## config.mk

```make
export PLATFORM = sky130hd
export DESIGN_NAME = rps_sqrt_cell
export DESIGN_NICKNAME = d
export VERILOG_FILES = /design/src/assert_macros.svh /design/src/rps_pkg.sv /design/src/rps_sqrt_cell.sv
export SDC_FILE = /design/constraint.sdc
export NUM_CORES = 1
export LEC_CHECK = 0
export ABC_CLOCK_PERIOD_IN_PS = 1000
export BUFFER_PORTS_ARGS = -buffer_cell sky130_fd_sc_hd__buf_2
export CAP_MARGIN = 10
export CORE_AREA = 2 2 278 280
export CTS_CLUSTER_DIAMETER = 30
export DETAILED_ROUTE_END_ITERATION = 10
export DIE_AREA = 0 0 280 282
export PLACE_DENSITY = 0.51
export SKIP_LAST_GASP = 1
export SLEW_MARGIN = 15
export SYNTH_ARGS = -nofsm -noshare
export SYNTH_HDL_FRONTEND = slang
export SYNTH_SLANG_ARGS = --single-unit
```

## constraint.sdc

```tcl
create_clock -name clk -period 1 [get_ports clk]
set_input_delay 0.2 -clock clk [delete_from_list [all_inputs] [get_ports clk]]
set_output_delay 0.2 -clock clk [all_outputs]
set_load 0.1 [all_outputs]
```

## src/assert_macros.svh

```systemverilog
// Assertion helpers, clocked on clk, disabled while arst_n is low.
`ifndef ASSERT_MACROS_SVH
`define ASSERT_MACROS_SVH

// Same-cycle implication.
`define RPS_ASSERT_IMP(lbl, ante, cons) \
	lbl: assert property (@(posedge clk) disable iff (!arst_n) (ante) |-> (cons)) \
		else $error("rms_power_from_sums: implication check failed");

// Next-cycle implication.
`define RPS_ASSERT_NXT(lbl, ante, cons) \
	lbl: assert property (@(posedge clk) disable iff (!arst_n) (ante) |=> (cons)) \
		else $error("rms_power_from_sums: next-cycle check failed");

`endif

```

## src/rps_pkg.sv

```systemverilog
package rps_pkg;

	localparam int NUM_W      = 63;  // dividend / quotient width
	localparam int DEN_W      = 26;  // divisor width
	localparam int ROOT_W     = 32;
	localparam int SREM_W     = ROOT_W + 2;
	localparam int M_W        = 57;  // mean product quotient width
	localparam int DIV_CELLS  = NUM_W;
	localparam int SQRT_CELLS = ROOT_W;
	localparam int LANES      = 3;   // voltage, current, real power

	localparam int CFG_IDX_W  = 2;
	localparam int CFG_DATA_W = 24;

	localparam logic [CFG_IDX_W-1:0] REG_VOLTAGE_MEASURED = 2'd0;
	localparam logic [CFG_IDX_W-1:0] REG_VOLTS_PER_CODE   = 2'd1;
	localparam logic [CFG_IDX_W-1:0] REG_AMPS_PER_CODE    = 2'd2;
	localparam logic [CFG_IDX_W-1:0] REG_MAINS_RMS        = 2'd3;

	localparam logic [19:0] MAINS_RMS_RESET = 20'd58880;

	typedef struct packed {
		logic [3:0]  channel;
		logic [31:0] stamp;
		logic        v_zero;
		logic        i_zero;
		logic        r_neg;
	} side_t;

	typedef struct packed {
		logic [NUM_W-1:0] num;
		logic [DEN_W-1:0] rem;
		logic [DEN_W-1:0] den;
	} div_lane_t;

	typedef struct packed {
		logic [2*ROOT_W-1:0] x;
		logic [SREM_W-1:0]   rem;
		logic [ROOT_W-1:0]   root;
	} sqrt_lane_t;

endpackage

```

## src/rps_sqrt_cell.sv

```systemverilog
// One bit-pair step of an integer square root for the voltage and current lanes.
module rps_sqrt_cell (
	input  logic                               clk,
	input  logic                               arst_n,
	input  logic                               en,
	input  logic                               in_valid,
	input  rps_pkg::side_t                     in_side,
	input  logic [rps_pkg::M_W-1:0]            in_m,
	input  rps_pkg::sqrt_lane_t [1:0]          in_lane,
	output logic                               out_valid,
	output rps_pkg::side_t                     out_side,
	output logic [rps_pkg::M_W-1:0]            out_m,
	output rps_pkg::sqrt_lane_t [1:0]          out_lane
);

	logic                          valid_q;
	rps_pkg::side_t                side_q;
	logic [rps_pkg::M_W-1:0]       m_q;
	rps_pkg::sqrt_lane_t [1:0]     lane_q;
	rps_pkg::sqrt_lane_t [1:0]     lane_d;

	always_comb begin
		logic [rps_pkg::SREM_W+1:0] cand;
		logic [rps_pkg::SREM_W+1:0] trial;
		logic [rps_pkg::SREM_W+1:0] diff;
		logic                       ge;
		for (int k = 0; k < 2; k++) begin
			cand  = {in_lane[k].rem, in_lane[k].x[2*rps_pkg::ROOT_W-1 -: 2]};
			trial = {2'b00, in_lane[k].root, 2'b01};
			diff  = cand - trial;
			ge    = cand >= trial;
			lane_d[k].x    = {in_lane[k].x[2*rps_pkg::ROOT_W-3:0], 2'b00};
			lane_d[k].rem  = ge ? diff[rps_pkg::SREM_W-1:0] : cand[rps_pkg::SREM_W-1:0];
			lane_d[k].root = {in_lane[k].root[rps_pkg::ROOT_W-2:0], ge};
		end
	end

	always_ff @(posedge clk or negedge arst_n) begin
		if (!arst_n) begin
			valid_q <= 1'b0;
		end else if (en) begin
			valid_q <= in_valid;
		end
	end

	always_ff @(posedge clk) begin
		if (en) begin
			side_q <= in_side;
			m_q    <= in_m;
			lane_q <= lane_d;
		end
	end

	assign out_valid = valid_q;
	assign out_side  = side_q;
	assign out_m     = m_q;
	assign out_lane  = lane_q;

endmodule

```

# Yosys cells after proc, flatten, opt, wreduce, memory -nomap -nowiden
# Index checks and enable logic that the tools add are counted.
# word_totals
register_bits,353
input_bits,360
out_inout_bits,357
# classes
add_sub_neg,2
magnitude_cmp,2
muxes,2
# ops
operator,n
$ge A36 B34 Y1,2
$mux W34,2
$sub A34 B34 Y34,2

# Longest topological paths before layout
# logic_depth
word_depth,2
depth_mapped,13
ltp_nobuf,11

# Least setup slack after synthesis
# Ideal clock, no wire load.
# synth_timing
path_type,in2reg
start,input port in_lane[23] (netlist name)
end,"register lane_q, in the netlist out_lane[58], data pin"
setup_time_ns,0.260
setup_slack_ns,-1.678
required_ns,0.740
arrival_time_ns,2.418
path_stages,12
cell_sequence,inv_1 ha_1 clkbuf_1 a21o_1 a21o_1 a21oi_2 nor2_1 a2111oi_2 o31ai_2 o21ai_2 buf_6 mux2_2
# synth_lines
element,line_no,rtl
start: declaration,rps_sqrt_cell.sv:9,"input rps_pkg::sqrt_lane_t [1:0] in_lane,"
end signal: assignment,rps_sqrt_cell.sv:50,lane_q <= lane_d;
end: declaration,rps_sqrt_cell.sv:19,rps_pkg::sqrt_lane_t [1:0] lane_q;

==> qor.csv <==
metric;value;unit
status;finished, violations left;
violations;setup timing;
vias;14850;
crit_path_end_kind;flop;
cts-root-buf;clkbuf_16;
setup_violations;423;
slowest_delay;0.29;ns
hp-start;in_lane[179];
r2r_start;out_valid;
cts_tree;done;
ys_seq_area_share;68.26;%
htreeDepth;3;
grt_pass1_vias;16360;
power.density;2036;nW/um^2
insertion_delay;0.60;ns
post-place-ws;-1.929;ns
relSlewSlack;59.11;%
maxCapViolations;0;
cts_buffers;93;
grt_max_degree;30;
path_cells;buf_2 -> inv_1 -> ha_1 -> nand2b_4 -> a21oi_2 -> o311ai_4 -> a21oi_2 -> o21ai_2 -> and3_4 -> o31ai_4 -> o21ai_4 -> clkbuf_16 -> mux2_4;
routed_via_density;4.177;
syn_to_final_growth;133.3;%
whs;0.03990;ns
worstSetupPathType;in2reg;
drtAntennaViolNets;0;
dp_hpwl;52710;um
num_rows;101;
dieArea;78960;sq um
worst_ep_required_time;1.34;ns
fin_ws;-1.110;ns
dp.cells;3004;
drtIter0Drc;601;
timing.final.crit_share;211.0;%
drc_errors;0;
regToRegSetupSlack;0.14;ns
synth_ff_type;edfxtp_1;
p_leak;15.39;nW
num-nets-final;2924;
whs_endpoint;out_lane[181];
crit_family;compound AO/OA/AOI/OAI gates;
grt.overflow.total;0;
worstMarginPinSlew;0.6057;ns
path_buf_inv;3;
crit_cells;13;
hp-class;in2reg;
cts.sinks;353;
placed_area;28240;sq um
fmax;473.9;MHz
wire_per_inst;19.84;um
crit_top_cell;a21oi_2;
cp_slowest_cell;mux2_4;
drt_pass1_iterations;5;
path_clk_slew;0.05;ns
drive_gt1_share;54.82;%
synth_top_area_share;68.10;%
gp_congestion;0.8679;
max-vdd-ir-drop;0.001465;V
ys_warn_count;0;
synth_area;15520;sq um
num_io_pins;717;
die_w;280;um
yosysMostFrequentCell;edfxtp_1;
rsz0062_at_grt;true;
die_height;282;um
initial_utilization;20.51;%
hold_viol;0;
finalWirelength;70550;um
p_total;73.71;mW
clockBufferDepth;3;
antenna_found_initial;18;
grt_pass1_wl;101100;um
synth_cell_types;77;
io_buffers;712;
core;75700;sq um
hold_depth;3;
reg2reg_to;out_valid;
fin_skew;0;ns
layoutNonFillerInstCount;3556;
r2r_cells;1;
avgSynthCellArea;14.73;sq um
post-route-min-period;2.110;ns
crit_fanout;7;
synth_cells;1054;
synth.ff_latch_count;353;
slew_viol_final;0;
synth.top_cells.by_count;edfxtp_1, inv_1, a21oi_1;
synth_area_leader_cell;edfxtp_1;
crit_arrival;2.45;ns
fin_area;36210;sq um
async_flop_share;0.2833;%
track_usage;17.10;%
synth-edff-count;352;
worstSetupStartpointType;input port;
synthTopCellsByArea;edfxtp_1, ha_1, a21oi_1;
-- layout make-up --
type / instances / area (sq um)
flip-flops and latches: 353 / 10600
clock inverters: 63 / 718.2
repair buffers: 1373 / 15230
multi-input cells: 586 / 5652
fillers: 6373 / 39480
inverters: 89 / 366.6
clock buffers: 110 / 2411
well taps: 978 / 1224
diodes: 4 / 10.01
-- power by group --
part	internal (mW)	leakage, nW	switching [mW]
Combinational	10.0	10.4	14.8
Sequential	18.1	3.46	1.27
Clock	20.2	1.52	9.29
Total	48.3	15.4	25.4
-- per-stage QoR --
step | util (%) | TNS (ns)
after global placement | 37.31 | -145.04
final | 47.84 | -225.74
after CTS | 47.23 | -242.43
after detailed placement | 37.31 | -148.43
after floorplan | - | -133.35
after global routing | 47.83 | -248.42
-- flip-flops by register name, indices dropped and copies added (netlist names) --
register	cells
out_valid	1
out_side	39
out_lane	256
out_m	57
-- metal layers --
metal	part of all wire, %	up-vias	track usage, %
met3	7.8	155	5.875
met4	3.4	28	6.527
met5	0.25	-	0
met1	35	7164	16.99
li1	-	6898	-
met2	54	607	32.49
-- layout by cell type, fill, tap and decap left out, drive strengths merged, types with 5 or more instances in the layout --
| master | Yosys | routed |
|---|---|---|
| nand2b | 8 | 8 |
| buf | 20 | 1031 |
| nor2 | 65 | 65 |
| a21o | 32 | 32 |
| o211ai | 7 | 7 |
| bufinv | 0 | 12 |
| o21ai | 41 | 41 |
| dlygate4sd3 | 0 | 340 |
| clkbuf | 9 | 112 |
| xor2 | 19 | 19 |
| mux2 | 43 | 43 |
| o31ai | 6 | 6 |
| a21oi | 88 | 88 |
| nand2 | 37 | 37 |
| clkinv | 0 | 47 |
| inv | 89 | 90 |
| nor3 | 7 | 7 |
| nor2b | 8 | 8 |
| ha | 68 | 68 |
| or3 | 5 | 5 |
| o21bai | 9 | 9 |
| xnor2 | 40 | 40 |
| a31oi | 7 | 7 |
| nand3 | 12 | 12 |
| edfxtp | 352 | 352 |
| o21a | 7 | 7 |
| and2 | 5 | 5 |
| nand4 | 14 | 14 |
-- kinds of logic after synthesis --
family | synth area share, %
AOI/OAI and AO/OA | 10.46
and+or+nand+nor | 5.594
other | 0.02416
muxes | 3.394
xor gates and xnor gates | 3.329
buffers and inverters | 3.458
adders and majority gates | 5.481
DFF | 68.26
-- repair_timing --
action / 4_1_cts / 5_1_grt
gates resized for setup: 154 / 95
hold buffers: 340 / 0
buffers inserted: 18 / 15
cloned: 6 / 2
pin swaps: 46 / 56
hold endpoints to repair: 340 / 0
endpoints found under the setup margin: 423 / 423
-- worst max path at each step --
stage               slack [ns]          from             to
global route             -1.19    in_lane[7]   out_lane[46]
floorplan                -1.51  in_lane[162]  out_lane[169]
CTS                      -1.13  in_lane[163]  out_lane[191]
global placement         -1.91  in_lane[135]  out_lane[188]
detailed placement       -1.93  in_lane[135]  out_lane[188]
finish                   -1.11  in_lane[129]   out_lane[48]
(Power assumes the default switching activity.)
