$ cat src/assert_macros.svh
// Assertion helpers, clocked on clk, disabled while arst_n is low.
`ifndef ASSERT_MACROS_SVH
`define ASSERT_MACROS_SVH

// Same-cycle implication.
`define RPS_ASSERT_IMP(lbl, ante, cons) \
	lbl: assert property (@(posedge clk) disable iff (!arst_n) (ante) |-> (cons)) \
		else $error("rms_power_from_sums: implication check failed");

// Next-cycle implication.
`define RPS_ASSERT_NXT(lbl, ante, cons) \
	lbl: assert property (@(posedge clk) disable iff (!arst_n) (ante) |=> (cons)) \
		else $error("rms_power_from_sums: next-cycle check failed");

`endif

$ cat src/rps_pkg.sv
package rps_pkg;

	localparam int NUM_W      = 63;  // dividend / quotient width
	localparam int DEN_W      = 26;  // divisor width
	localparam int ROOT_W     = 32;
	localparam int SREM_W     = ROOT_W + 2;
	localparam int M_W        = 57;  // mean product quotient width
	localparam int DIV_CELLS  = NUM_W;
	localparam int SQRT_CELLS = ROOT_W;
	localparam int LANES      = 3;   // voltage, current, real power

	localparam int CFG_IDX_W  = 2;
	localparam int CFG_DATA_W = 24;

	localparam logic [CFG_IDX_W-1:0] REG_VOLTAGE_MEASURED = 2'd0;
	localparam logic [CFG_IDX_W-1:0] REG_VOLTS_PER_CODE   = 2'd1;
	localparam logic [CFG_IDX_W-1:0] REG_AMPS_PER_CODE    = 2'd2;
	localparam logic [CFG_IDX_W-1:0] REG_MAINS_RMS        = 2'd3;

	localparam logic [19:0] MAINS_RMS_RESET = 20'd58880;

	typedef struct packed {
		logic [3:0]  channel;
		logic [31:0] stamp;
		logic        v_zero;
		logic        i_zero;
		logic        r_neg;
	} side_t;

	typedef struct packed {
		logic [NUM_W-1:0] num;
		logic [DEN_W-1:0] rem;
		logic [DEN_W-1:0] den;
	} div_lane_t;

	typedef struct packed {
		logic [2*ROOT_W-1:0] x;
		logic [SREM_W-1:0]   rem;
		logic [ROOT_W-1:0]   root;
	} sqrt_lane_t;

endpackage

$ cat src/rps_div_cell.sv
// One restoring-division step per lane: one quotient bit enters num's lsb.
module rps_div_cell (
	input  logic                                   clk,
	input  logic                                   arst_n,
	input  logic                                   en,
	input  logic                                   in_valid,
	input  rps_pkg::side_t                         in_side,
	input  rps_pkg::div_lane_t [rps_pkg::LANES-1:0] in_lane,
	output logic                                   out_valid,
	output rps_pkg::side_t                         out_side,
	output rps_pkg::div_lane_t [rps_pkg::LANES-1:0] out_lane
);

	logic                                    valid_q;
	rps_pkg::side_t                          side_q;
	rps_pkg::div_lane_t [rps_pkg::LANES-1:0] lane_q;
	rps_pkg::div_lane_t [rps_pkg::LANES-1:0] lane_d;

	always_comb begin
		logic [rps_pkg::DEN_W:0] t;
		logic [rps_pkg::DEN_W:0] diff;
		logic                    ge;
		for (int k = 0; k < rps_pkg::LANES; k++) begin
			t    = {in_lane[k].rem, in_lane[k].num[rps_pkg::NUM_W-1]};
			diff = t - {1'b0, in_lane[k].den};
			ge   = t >= {1'b0, in_lane[k].den};
			lane_d[k].den = in_lane[k].den;
			lane_d[k].rem = ge ? diff[rps_pkg::DEN_W-1:0] : t[rps_pkg::DEN_W-1:0];
			lane_d[k].num = {in_lane[k].num[rps_pkg::NUM_W-2:0], ge};
		end
	end

	always_ff @(posedge clk or negedge arst_n) begin
		if (!arst_n) begin
			valid_q <= 1'b0;
		end else if (en) begin
			valid_q <= in_valid;
		end
	end

	always_ff @(posedge clk) begin
		if (en) begin
			side_q <= in_side;
			lane_q <= lane_d;
		end
	end

	assign out_valid = valid_q;
	assign out_side  = side_q;
	assign out_lane  = lane_q;

endmodule

$ cat config.mk
export PLATFORM = sky130hd
export DESIGN_NAME = rps_div_cell
export DESIGN_NICKNAME = d
export VERILOG_FILES = /design/src/assert_macros.svh /design/src/rps_pkg.sv /design/src/rps_div_cell.sv
export SDC_FILE = /design/constraint.sdc
export NUM_CORES = 1
export LEC_CHECK = 0
export BUFFER_PORTS_ARGS = -buffer_cell sky130_fd_sc_hd__buf_2
export CORE_AREA = 2 2 297 299
export DETAILED_ROUTE_END_ITERATION = 7
export DIE_AREA = 0 0 299 301
export SLEW_MARGIN = 40
export SYNTH_ARGS = -nofsm -noshare
export SYNTH_HDL_FRONTEND = slang
export SYNTH_SLANG_ARGS = --single-unit
export TNS_END_PERCENT = 10
$ cat constraint.sdc
create_clock -name clk -period 1.3 [get_ports clk]
set_input_delay 0.26 -clock clk [delete_from_list [all_inputs] [get_ports clk]]
set_output_delay 0.26 -clock clk [all_outputs]
set_load 0.02 [all_outputs]
After elaboration in Yosys (flattened, before gate mapping):

Cells that the tools add are included.

* bits in registers: 385
* input bits: 388
* output and inout port bits: 385
* word-level logic and storage cells: 24

* $add $sub $neg: 3
* $lt $le $gt $ge: 3
* mux-type cells: 3

Operators by type and width (number)
* $ge 27x26->1: 3
* $mux 26: 3
* $sub 26x26->26: 3

Depth between registers and ports, before layout:

* depth after elaboration: 2
* mapped depth: 14
* depth with buffers taken out: 13

Least setup slack after synthesis:

OpenSTA, ideal clock, no wires.

* kind: input -> register
* from: in in_lane[229] in the netlist's numbering
* to: reg lane_q (netlist bit out_lane[163]) (data pin)
* setup time: 262 ps
* arrival time: 2748 ps
* required time: 1038 ps
* slack: -1710 ps
* stages on the path: 13
* buffers on the path: 0
* cell sequence: inv_1 > ha_1 > inv_1 > fa_1 > a211oi_1 > o21ai_0 > a2111oi_2 > o31ai_1 > a2111oi_2 > nor2_1 > a31oi_1 > xor2_1 > o21ai_0

RTL lines
* start: declaration: line rps_div_cell.sv:8 `input rps_pkg::div_lane_t [rps_pkg::LANES-1:0] in_lane,`
* end signal: assignment: line rps_div_cell.sv:44 `lane_q <= lane_d;`
* end: declaration: line rps_div_cell.sv:16 `rps_pkg::div_lane_t [rps_pkg::LANES-1:0] lane_q;`

==> metrics <==
run status=complete, but fails checks; Stages on worst setup path=14; Synth-to-Final Area Change=89.42%; Crit path largest cell delay=around 0.34 ns; final setup fails=~470; Seq/Total Area, Yosys=0.6937; Net count, final=approximately 3100; Rel. slew slack=0.6479; number of max-cap violations=0; Routed WL=about 75000 microns; Top delay family on crit path=compound AO/OA/AOI/OAI gates; DRC Markers=0; CTS tree=built; first-pass GRT wire length=104200 microns; core area=0.08648 sq mm; PwrDens=1238 mW/mm^2; Avg Cell Area, Syn=about 14 sq um; Area contributors post-synth=edfxtp_1 (69%), ha_1 (5.9%), a21oi_1 (2.6%); sequential group share of total power=0.399; Avg WL per Cell=between 15 and 20 microns; worst setup margin=-1.126 ns; htree depth=2; largest net degree at the start of global routing=28; Worst R2R End=out_valid; critical setup path kind=primary input to flip-flop; violated checks=setup timing; RR Startpoint=out_valid; CP cell instances=buf_12 > inv_12 > ha_4 > inv_2 > fa_2 > a21o_1 > a221o_1 > o311a_1 > o31a_1 > nor3_2 > o21ai_1 > a21oi_2 > xor2_1 > o21ai_1; Worst Setup SP=in_lane[344]; r2r setup slk=0.53 ns; 1st-pass router iterations=5; die height=301 microns; worst-margin pin slew=0.5226 ns; Die Wd=299 microns; Worst Path Max Fanout=2; Yosys reg bits=385; Min Hold Slack=0.03317 ns; slowest CP cell=a221o_1; total die area=approximately 0.09 sq mm; Synth cell types=64; Setup Skew=0 ns; sw power=between 10000 and 15000 uW; fin. max-slew vios=0; Gate Count Post-Synth=1175; CTS root buf=clkbuf_16; fraction of registers with async set/reset=0.002597; clk slew on worst S/H paths=0.06 ns; R2R depth=1; Yosys top cell area share=0.6922; startpoint types=primary input; final worst path period need=2.426 ns; Top Ports=a little under 800; initial DRC count=942; CP required=around 1.7 ns; WP data arrival=around 2.8 ns; Longest Clk Path Bufs=3; Fin. Hold Viols=0; Syn Nets=between 1500 and 2000; setup slack at placement=-1.935 ns; EDFF count, synth=384; layout cells sized above 1=0.4976; share of total power in combinational logic=0.257; hold_sp=in_lane[27]; CTS sink cnt=385; Post-synth top cells=edfxtp_1 (384), inv_1 (94), a21oi_1 (88); CTS buffer count=45; initial antenna violation count=24; fin cells=around 3900; yosys warns=0; CP most frequent cell=o21ai_1; FMAX=412.2 MHz; leading area contributor after synthesis=edfxtp_1; Sw Share=0.2906; setup TNS=-116.76 ns; RD Place Congestion=0.8453; Routed Antenna Nets=0; row count=between 100 and 150; Bufs and invs on worst path=3; clock group share of total power=0.344; vias=15741; HPWL after detailed placement=55970 microns; CP endpoint kind=flip-flop; ratio of final minimum period to clock period=1.866; Leak=0.01378 uW; kind of path behind the tightest hold check=primary input to flip-flop; crit path to=out_lane[278]; cell internal pwr=27710 uW; count leader, synth=edfxtp_1; DP Cell Count=between 3000 and 4000; Post-Syn Area=about 0.017 sq mm; DR vias/cell=4.063; GR Overflow Total=0; I/O Buffers=772; All-Layer GR Usage=0.1566; Top FF cell, synth=edfxtp_1; unrepaired setup endpoints after global routing=yes; Skew-Pair Late Insertion Delay=approximately 0.6 ns; vias in the first global route=16102; Max IR drop VDD=893.8 uV; initial core utilization=0.1926
-- kinds of logic (layout without fill, tap and decap cells) --
group	after synthesis	count (layout)	synth area share
flip-flops	385	385	0.6937
multiplexers	13	13	0.008787
buffers and inverters	122	1650	0.02922
AO/OA/AOI/OAI	295	295	0.1110
other	0	16	0
XOR/XNOR	65	65	0.03417
adder cells (fa/ha/maj)	81	81	0.06219
AND/OR/NAND/NOR	214	214	0.06098
-- power by group through the flow --
| stage | combinational, uW | clock, uW | sequential (uW) |
|---|---|---|---|
| 5_1_grt | 10700 | 14200 | 15700 |
| 2_1_floorplan | 2260 | 0 | 17200 |
| 3_5_place_dp | 7850 | 0 | 15700 |
| 6_report | 10000 | 13400 | 15600 |
| 4_1_cts | 9570 | 13800 | 15600 |
| 3_3_place_gp | 7810 | 0 | 15700 |
-- repair_timing --
item	4_1_cts	5_1_grt
setup endpoints to repair	466	466
hold buffers	364	0
endpoints found under the hold margin	364	0
buffers inserted	25	13
cloned	5	2
resized for setup	271	152
pin swaps	58	30
-- final cells by class --
type	count	area, sq um
Fill cell	8266	54930
Sequential cell	385	11560
Timing Repair Buffer	1472	11050
Multi-Input combinational cell	668	5505
Tap cell	1155	1445
Clock buffer	47	1134
Clock inverter	37	415.4
Inverter	94	411.6
Antenna cell	16	40.04
-- worst min path at each step --
stage                         end  slack, ns  depth (start not counted)
floorplan               out_valid      -0.04                          0
global placement        out_valid       0.04                          1
detailed placement      out_valid       0.04                          1
CTS                 out_lane[257]      -0.04                          2
global route         out_lane[28]      0.009                          3
finish               out_lane[28]       0.03                          3
-- layer usage --
| layer | global-route usage | share of wire | vias up |
|---|---|---|---|
| li1 | - | - | 7409 |
| met5 | 0 | 0.0016 | - |
| met4 | 0.05869 | 0.031 | 18 |
| met1 | 0.1889 | 0.40 | 7566 |
| met2 | 0.2434 | 0.46 | 627 |
| met3 | 0.07237 | 0.11 | 121 |
-- tightest hold or removal path, delay by kind of cell --
kind / cells / cell delay, ns
buffers and inverters: 1 / 0.13
AO/OA/AOI/OAI: 1 / 0.08
AND/OR/NAND/NOR: 1 / 0.05
-- placed cells by master (no fill, tap or decap), types with 26 or more instances in the layout --
| master | Yosys | routed |
|---|---|---|
| buf_2 | 8 | 673 |
| edfxtp_1 | 384 | 384 |
| dlygate4sd3_1 | 0 | 364 |
| buf_4 | 3 | 292 |
| buf_6 | 1 | 111 |
| inv_1 | 94 | 75 |
| nand2_1 | 84 | 75 |
| a21oi_1 | 88 | 66 |
| ha_1 | 78 | 52 |
| clkbuf_16 | 0 | 47 |
| a21o_1 | 46 | 46 |
| nor2_1 | 46 | 40 |
| o21ai_0 | 81 | 35 |
| xnor2_1 | 34 | 31 |
| xor2_1 | 31 | 29 |
| o21ai_2 | 1 | 27 |
| ha_4 | 0 | 26 |
-- flip-flops by register name (all words and copies together) (netlist names) --
signal / flops
out_side: 39
out_lane: 345
out_valid: 1
-- stage by stage --
| step | utilization | total power (uW) | cell area [sq um] |
|---|---|---|---|
| final | 0.3649 | 39060 | 31560 |
| after global routing | 0.3647 | 40640 | 31540 |
| after CTS | 0.3567 | 38930 | 30850 |
| after detailed placement | 0.2829 | 23590 | 24460 |
| after global placement | 0.2829 | 23550 | 24460 |
| after floorplan | - | 19470 | 16950 |
Note: power is estimated with default switching activity, not from simulation.
